**config.mk**
```make
export PLATFORM = sky130hd
export DESIGN_NAME = shared_exclusive_lock_table_core
export DESIGN_NICKNAME = d
export VERILOG_FILES = /design/src/design/selt_pkg.sv /design/src/design/selt_ram.sv /design/src/design/selt_match.sv /design/src/design/shared_exclusive_lock_table_core.sv
export SDC_FILE = /design/constraint.sdc
export NUM_CORES = 2
export LEC_CHECK = 0
export BUFFER_PORTS_ARGS = -buffer_cell sky130_fd_sc_hd__buf_4
export CAP_MARGIN = 20
export CORE_MARGIN = 2
export CORE_UTILIZATION = 40
export CTS_CLUSTER_DIAMETER = 200
export DETAILED_ROUTE_END_ITERATION = 8
export PLACE_DENSITY_LB_ADDON = 0.12
export SLEW_MARGIN = 20
export SYNTH_ARGS = -nofsm -noshare
export SYNTH_HDL_FRONTEND = slang
export SYNTH_HIERARCHICAL = 1
export SYNTH_SLANG_ARGS = --single-unit
```
**constraint.sdc**
```tcl
create_clock -name clk -period 8.8 [get_ports clk]
set_input_delay 2.2 -clock clk [delete_from_list [all_inputs] [get_ports clk]]
set_output_delay 2.2 -clock clk [all_outputs]
set_load 0.02 [all_outputs]
```
**src/design/selt_pkg.sv**
```systemverilog
`timescale 1ns / 1ps
// selt_pkg: types, codes and constants shared by the lock table modules
// no dependencies

package selt_pkg;

  localparam int SELT_ENTRIES = 64;

  localparam logic [1:0] KIND_ACQUIRE = 2'd0;
  localparam logic [1:0] KIND_RELEASE = 2'd1;
  localparam logic [1:0] KIND_HELD    = 2'd2;

  localparam logic [1:0] STATUS_OK       = 2'd0;
  localparam logic [1:0] STATUS_CONFLICT = 2'd1;
  localparam logic [1:0] STATUS_FULL     = 2'd2;

  localparam logic [15:0] TXN_NONE = 16'd0;

  typedef struct packed {
    logic [1:0]         kind;
    logic [15:0]        txn_id;
    logic [7:0]         table_id;
    logic signed [31:0] row_key;
    logic               lock_mode;
  } req_t;

  typedef struct packed {
    logic [1:0] status;
    logic       is_held;
  } rsp_t;

  // one stored lock slot
  typedef struct packed {
    logic [15:0]        owner_txn;
    logic [7:0]         entry_table;
    logic signed [31:0] entry_key;
    logic               entry_exclusive;
  } entry_t;

  // flags gathered over one scan of the used slots
  typedef struct packed {
    logic have_own;
    logic own_excl;
    logic other_s;
    logic other_x;
    logic have_free;
    logic held;
  } scan_flags_t;

  typedef enum logic [1:0] {
    ST_IDLE,
    ST_SCAN,
    ST_FINISH
  } state_t;

endpackage

```
**src/design/selt_ram.sv**
```systemverilog
`timescale 1ns / 1ps
// selt_ram: generic single-write, single-read ram with registered read data
// no dependencies

module selt_ram #(
  parameter int WIDTH = 8,
  parameter int DEPTH = 16
) (
  input  logic                     clk,
  input  logic                     wr_en,
  input  logic [$clog2(DEPTH)-1:0] wr_addr,
  input  logic [WIDTH-1:0]         wr_data,
  input  logic                     rd_en,
  input  logic [$clog2(DEPTH)-1:0] rd_addr,
  output logic [WIDTH-1:0]         rd_data
);

  logic [WIDTH-1:0] mem [DEPTH];

  always_ff @(posedge clk) begin
    if (wr_en) begin
      mem[wr_addr] <= wr_data;
    end
    if (rd_en) begin
      rd_data <= mem[rd_addr];
    end
  end

endmodule

```
**src/design/selt_match.sv**
```systemverilog
`timescale 1ns / 1ps
// selt_match: compares each slot read during a scan against the request and
// accumulates holder, free slot and ownership flags; depends on selt_pkg

module selt_match import selt_pkg::*; #(
  parameter int ENTRIES = SELT_ENTRIES
) (
  input  logic                       clk,
  input  logic                       clear,
  input  logic                       valid,
  input  logic [$clog2(ENTRIES)-1:0] addr,
  input  entry_t                     entry,
  input  req_t                       cur,
  output scan_flags_t                flags,
  output logic [$clog2(ENTRIES)-1:0] own_idx,
  output logic [$clog2(ENTRIES)-1:0] free_idx,
  output logic                       release_hit
);

  logic used_slot;
  logic on_object;
  logic mine;

  assign used_slot   = entry.owner_txn != TXN_NONE;
  assign on_object   = used_slot && entry.entry_table == cur.table_id &&
                       entry.entry_key == cur.row_key;
  assign mine        = used_slot && entry.owner_txn == cur.txn_id;
  assign release_hit = valid && mine && cur.kind == KIND_RELEASE;

  always_ff @(posedge clk) begin
    if (clear) begin
      flags <= '0;
    end else if (valid) begin
      if (on_object && mine) begin
        flags.have_own <= 1'b1;
        flags.own_excl <= entry.entry_exclusive;
        flags.held     <= 1'b1;
        own_idx        <= addr;
      end
      if (on_object && !mine) begin
        if (entry.entry_exclusive) begin
          flags.other_x <= 1'b1;
        end else begin
          flags.other_s <= 1'b1;
        end
      end
      // keep the first free slot only
      if (!used_slot && !flags.have_free) begin
        flags.have_free <= 1'b1;
        free_idx        <= addr;
      end
    end
  end

endmodule

```
**src/design/shared_exclusive_lock_table_core.sv**
```systemverilog
`timescale 1ns / 1ps
// shared_exclusive_lock_table_core: lock table with shared/exclusive modes
// the scan reads one slot per cycle from the entry ram, over the used slots only; one request is in
// flight at a time, and a new request is taken while the previous response still waits. reset
// clears the fill count and control and holds req_ready low; slots beyond the fill count are never
// read, so the ram needs no clearing pass. depends on selt_pkg.

module shared_exclusive_lock_table_core import selt_pkg::*; #(
  parameter int ENTRIES = SELT_ENTRIES
) (
  input  logic clk,
  input  logic rst,
  input  logic req_valid,
  output logic req_ready,
  input  req_t req,
  output logic rsp_valid,
  input  logic rsp_ready,
  output rsp_t rsp
);

  localparam int AW = $clog2(ENTRIES);
  localparam int CW = $clog2(ENTRIES + 1);

  state_t        state;
  state_t        state_next;
  req_t          cur;
  logic [CW-1:0] slots_used;
  logic [CW-1:0] idx;
  logic          rd_pend;
  logic [AW-1:0] rd_addr_q;

  logic          scan_issue;
  logic          scan_done;
  logic          fin_go;

  entry_t        rd_entry;
  logic [$bits(entry_t)-1:0] rd_data;
  logic          wr_en;
  logic [AW-1:0] wr_addr;
  entry_t        wr_entry;

  scan_flags_t   flags;
  logic [AW-1:0] own_idx;
  logic [AW-1:0] free_idx;
  logic          release_hit;

  logic          fin_wr;
  logic [AW-1:0] fin_addr;
  logic          fin_excl;
  logic          fin_append;
  rsp_t          fin_rsp;

  assign rd_entry = entry_t'(rd_data);

  selt_ram #(
    .WIDTH($bits(entry_t)),
    .DEPTH(ENTRIES)
  ) u_ram (
    .clk    (clk),
    .wr_en  (wr_en),
    .wr_addr(wr_addr),
    .wr_data(wr_entry),
    .rd_en  (scan_issue),
    .rd_addr(idx[AW-1:0]),
    .rd_data(rd_data)
  );

  selt_match #(
    .ENTRIES(ENTRIES)
  ) u_match (
    .clk        (clk),
    .clear      (req_valid && req_ready),
    .valid      (rd_pend),
    .addr       (rd_addr_q),
    .entry      (rd_entry),
    .cur        (cur),
    .flags      (flags),
    .own_idx    (own_idx),
    .free_idx   (free_idx),
    .release_hit(release_hit)
  );

  // next state
  always_comb begin
    state_next = state;
    unique case (state)
      ST_IDLE: begin
        if (req_valid) begin
          state_next = ST_SCAN;
        end
      end
      ST_SCAN: begin
        if (scan_done) begin
          state_next = ST_FINISH;
        end
      end
      ST_FINISH: begin
        if (fin_go) begin
          state_next = ST_IDLE;
        end
      end
      default: state_next = ST_IDLE;
    endcase
  end

  // state outputs
  always_comb begin
    req_ready  = 1'b0;
    scan_issue = 1'b0;
    scan_done  = 1'b0;
    fin_go     = 1'b0;
    unique case (state)
      ST_IDLE: begin
        req_ready = !rst;
      end
      ST_SCAN: begin
        scan_issue = idx < slots_used;
        scan_done  = idx == slots_used && !rd_pend;
      end
      ST_FINISH: begin
        fin_go = !rsp_valid || rsp_ready;
      end
      default: begin
        req_ready = 1'b0;
      end
    endcase
  end

  // decision once the scan has finished
  always_comb begin
    fin_rsp    = '0;
    fin_wr     = 1'b0;
    fin_addr   = own_idx;
    fin_excl   = cur.lock_mode;
    fin_append = 1'b0;
    priority case (cur.kind)
      KIND_ACQUIRE: begin
        if (cur.txn_id == TXN_NONE) begin
          fin_rsp.status = STATUS_CONFLICT;
        end else if (flags.have_own) begin
          if (!cur.lock_mode || flags.own_excl) begin
            fin_rsp.status = STATUS_OK;
          end else if (flags.other_s || flags.other_x) begin
            fin_rsp.status = STATUS_CONFLICT;
          end else begin
            // upgrade in place
            fin_wr   = 1'b1;
            fin_excl = 1'b1;
          end
        end else if ((cur.lock_mode && (flags.other_s || flags.other_x)) ||
                     (!cur.lock_mode && flags.other_x)) begin
          fin_rsp.status = STATUS_CONFLICT;
        end else if (flags.have_free) begin
          fin_wr   = 1'b1;
          fin_addr = free_idx;
        end else if (slots_used == CW'(ENTRIES)) begin
          fin_rsp.status = STATUS_FULL;
        end else begin
          fin_wr     = 1'b1;
          fin_append = 1'b1;
          fin_addr   = slots_used[AW-1:0];
        end
      end
      KIND_HELD: begin
        fin_rsp.is_held = flags.held;
      end
      default: begin
        fin_rsp = '0;
      end
    endcase
  end

  // write port: release clears owners during the scan, acquire writes at the end
  always_comb begin
    wr_en    = 1'b0;
    wr_addr  = rd_addr_q;
    wr_entry = rd_entry;
    if (state == ST_SCAN && release_hit) begin
      wr_en              = 1'b1;
      wr_entry.owner_txn = TXN_NONE;
    end else if (fin_go && fin_wr) begin
      wr_en                    = 1'b1;
      wr_addr                  = fin_addr;
      wr_entry.owner_txn       = cur.txn_id;
      wr_entry.entry_table     = cur.table_id;
      wr_entry.entry_key       = cur.row_key;
      wr_entry.entry_exclusive = fin_excl;
    end
  end

  always_ff @(posedge clk) begin
    if (rst) begin
      state      <= ST_IDLE;
      slots_used <= '0;
      rd_pend    <= 1'b0;
      rsp_valid  <= 1'b0;
      idx        <= '0;
    end else begin
      state   <= state_next;
      rd_pend <= scan_issue;
      if (req_valid && req_ready) begin
        idx <= '0;
      end else if (scan_issue) begin
        idx <= idx + CW'(1);
      end
      if (fin_go && fin_append) begin
        slots_used <= slots_used + CW'(1);
      end
      if (fin_go) begin
        rsp_valid <= 1'b1;
      end else if (rsp_ready) begin
        rsp_valid <= 1'b0;
      end
    end
  end

  always_ff @(posedge clk) begin
    rd_addr_q <= idx[AW-1:0];
    if (req_valid && req_ready) begin
      cur <= req;
    end
    if (fin_go) begin
      rsp <= fin_rsp;
    end
  end

  a_used_bound: assert property (@(posedge clk) disable iff (rst)
    slots_used <= CW'(ENTRIES))
    else $error("fill count beyond table size");

  a_accept_scan: assert property (@(posedge clk) disable iff (rst)
    req_valid && req_ready |=> state == ST_SCAN)
    else $error("accepted request did not start a scan");

  a_scan_write: assert property (@(posedge clk) disable iff (rst)
    wr_en && state == ST_SCAN |-> cur.kind == KIND_RELEASE && rd_pend)
    else $error("ram write during scan outside release");

  a_no_append_full: assert property (@(posedge clk) disable iff (rst)
    fin_go && fin_append |-> slots_used < CW'(ENTRIES) && !flags.have_free)
    else $error("append with free slot or full table");

endmodule

```
==> results.tsv <==
stage	metric	value	unit
placed_design	HPWL Detailed	250000	um
critical_path	reg2reg path depth	11	
placed_design	DP Worst Slack	1620	ps
power_and_ir_drop	P_leak	49.9	nW
floorplanning	die width	607	um
synth	Synth async-reset ratio	0	
cts	Root Driver	clkbuf_16	
cells_and_area	register area	114000	um2
routing	DRC Markers	0	
cts	Clock Path Buffers	4	
cells_and_area	most frequent cells in the layout	edfxtp_1 (3779), mux4_2 (998), clkbuf_16 (409)	
synth	count of cell types in the netlist	61	
grt	first-pass GRT wire length	576000	um
synth	register area share after synthesis	0.784	
critical_path	Worst Setup Start Kind	primary input	
placed_design	placer congestion estimate	0.849	
floorplanning	std cell rows	221	
timing	RSZ-0062 raised after global routing	false	
cts	Num CTS Buffers	400	
critical_path	crit path kind	primary input to flip-flop	
cts	Worst-path clk slew	60	ps
power_and_ir_drop	Cell Pwr Density	219	nW/um2
grt	antenna violations before repair	24	
routing	initial drt markers	8876	
cts	Worst-Skew Late Latency	960	ps
floorplanning	core area	362000	um2
cts	post-CTS sizing	0	
timing	Worst Skew	47.2	ps
cells_and_area	Fill cells	30000	
routing	via count	69000	
min_path	type of the worst min-delay path	flip-flop to flip-flop	
min_path	hold path cells	2	
timing	final setup fails	0	
floorplanning	DIE AREA	369000	um2
floorplanning	IO Pins	68	
synth	EDFF count, synth	3779	
timing	Tmin final	6290	ps
critical_path	CP required	9380	ps
synth	Post-Syn Nets	6307	
cts	CTS sink cnt	3808	
cts	CTS tree	built	
synth	Syn. warnings	6	
cells_and_area	Layout area overhead	14.4	%
routing	total wire length	420000	um
routing	Antenna Nets Post-Route	0	
cells_and_area	Cell Count, Final, Fillers Out	11800	
cells_and_area	Nets	6702	
timing	max frequency	159	MHz
synth	Synth Area per Inst	23.3	um2
synth	Gate Count Post-Synth	6234	
timing	fin crit share	0.715	
placed_design	number of port buffers	67	
placed_design	Placement Cell Area	154000	um2
grt	GR Overflow Total	0	
routing	WL per Instance	35.7	um
timing	Slew Limit Headroom	0.209	
timing	Worst-Margin Slew	1190	ps
critical_path	critical-path maximum fanout	30	
grt	vias in the first global route	68700	
cts	H-tree depth	5	
placed_design	Inst Count DP	11000	
grt	all-layer global routing usage	0.227	
synth	register bit count reported by yosys	3808	
timing	setup TNS	0	ps
cts	Hold Buf Count CTS	0	
critical_path	crit path DAT	6880	ps
critical_path	Setup crit end kind	flip-flop	
floorplanning	Die Y	607	um
routing	vias per inst	5.87	
timing	Hold Violations, Final	0	
timing	max-slew violation count	0	
cells_and_area	most common library cell in the layout ignoring fill and taps	edfxtp_1	
cells_and_area	layout cells sized above 1	0.298	
timing	Fin Hold WS	475	ps
cells_and_area	cell area after layout	166000	um2
floorplanning	Initial Util	0.402	
timing	final worst slack	2510	ps
run_status	status	completed	
cells_and_area	area of the multi-input gates	30300	um2
synth	synthesized area	145000	um2
power_and_ir_drop	VDD IR-drop max	0.154	mV
synth	ys flop type	edfxtp_1	
grt	largest net degree at the start of global routing	112	
flow_run	max_cap viols	0	
routing	Pre-antenna DRT Iters	6	
cts	postcts setup bufs	0	
[through the flow]
step | total power, mW | util
floorplan | 20.2 | -
global placement | 20.3 | 0.424
detailed placement | 20.3 | 0.424
CTS | 36.8 | 0.459
global route | 37.5 | 0.459
finish | 36.5 | 0.459
[flip-flops by register name, indices dropped and copies added (netlist names)]
signal            flops
cur                  59
idx                   7
rd_addr_q             6
rd_pend               1
rsp                   3
rsp_valid             1
slots_used            7
state                 2
u_match/flags         5
u_match/free_idx      6
u_match/own_idx       6
u_ram/mem          3648
u_ram/rd_data        57
[layout make-up]
class	count	area share
tap	4794	0.0360
antenna	12	0.000180
sequential	3808	0.685
clock buffer	509	0.0639
multi-input combinational	2064	0.182
inverter	31	0.000774
timing repair buffer	324	0.0191
clock inverter	227	0.0126
[routing by layer]
| layer | wire (um) | GRT usage | up-vias |
|---|---|---|---|
| met5 | 8 | 0 | - |
| met2 | 195000 | 0.350 | 2721 |
| li1 | - | - | 27600 |
| met3 | 35400 | 0.0502 | 449 |
| met1 | 181000 | 0.332 | 38300 |
| met4 | 9040 | 0.0489 | 2 |
[cell families after synthesis]
logic type                 share of synthesized area
muxes                                          0.167
DFF                                            0.784
buffers and inverters                         0.0129
AOI/OAI and AO/OA                             0.0173
and+or+nand+nor                               0.0138
xor gates and xnor gates                     0.00391
adders and majority gates                   0.000860
[cells in the mapped netlist (2+ instances only)]
cell type | instances | area [um2]
a31oi_1 | 30 | 188
nor2_1 | 164 | 616
ha_1 | 10 | 125
mux4_2 | 998 | 22500
o31ai_1 | 2 | 15.0
or2_2 | 4 | 25.0
a22oi_1 | 4 | 30.0
buf_6 | 27 | 304
clkbuf_1 | 131 | 492
buf_2 | 68 | 340
and2_1 | 3 | 18.8
o21ai_1 | 4 | 20.0
xnor2_1 | 49 | 429
o21a_1 | 2 | 15.0
nand4_1 | 28 | 175
o221ai_1 | 25 | 219
nand4b_1 | 2 | 17.5
dfxtp_1 | 29 | 581
mux2_1 | 5 | 56.3
or3b_2 | 2 | 17.5
o22ai_1 | 173 | 1080
and4_1 | 3 | 26.3
nand3b_1 | 2 | 15.0
o21ai_0 | 54 | 270
mux2_2 | 78 | 878
nor4_1 | 20 | 125
nor3_1 | 14 | 70.1
a211o_1 | 12 | 105
o22a_1 | 19 | 166
buf_1 | 43 | 161
edfxtp_1 | 3779 | 113000
o221a_2 | 6 | 67.6
a21oi_1 | 49 | 245
a221oi_1 | 2 | 17.5
or4_1 | 3 | 22.5
xor2_1 | 16 | 140
nand2_1 | 101 | 379
buf_4 | 62 | 465
inv_1 | 30 | 113
mux2i_1 | 89 | 891
nor2b_1 | 11 | 68.8
nand2b_1 | 19 | 119
or3_1 | 7 | 43.8
nand3_1 | 38 | 190
[critical path, stage by stage]
cell and delay, ps:
buf_4 70, nand2b_1 350, nor2b_1 470, o2111ai_4 500, buf_4 460, nand2_1 160, o21ai_0 370, nand3b_1 810
nor2_4 900, buf_4 520
[where the power goes]
part / switching, mW / internal, mW / total (mW) / leakage, nW
registers: 0.0212 / 19.7 / 19.7 / 34.2
logic: 0.153 / 0.0579 / 0.211 / 9.47
clock network: 7.02 / 9.54 / 16.6 / 6.25
total: 7.19 / 29.3 / 36.5 / 49.9
[worst paths after layout]
path	slack [ps]	startpoint	end
worst max register to register	2870	u_ram/rd_data[48]	u_ram/mem[6][17]
worst min-delay path	480	u_match/flags[4]	u_match/flags[4]
worst max-delay path	2510	rsp_ready	u_ram/mem[31][4]
worst min register to register	480	u_match/flags[4]	u_match/flags[4]
Power figures use the tool's default switching activity.
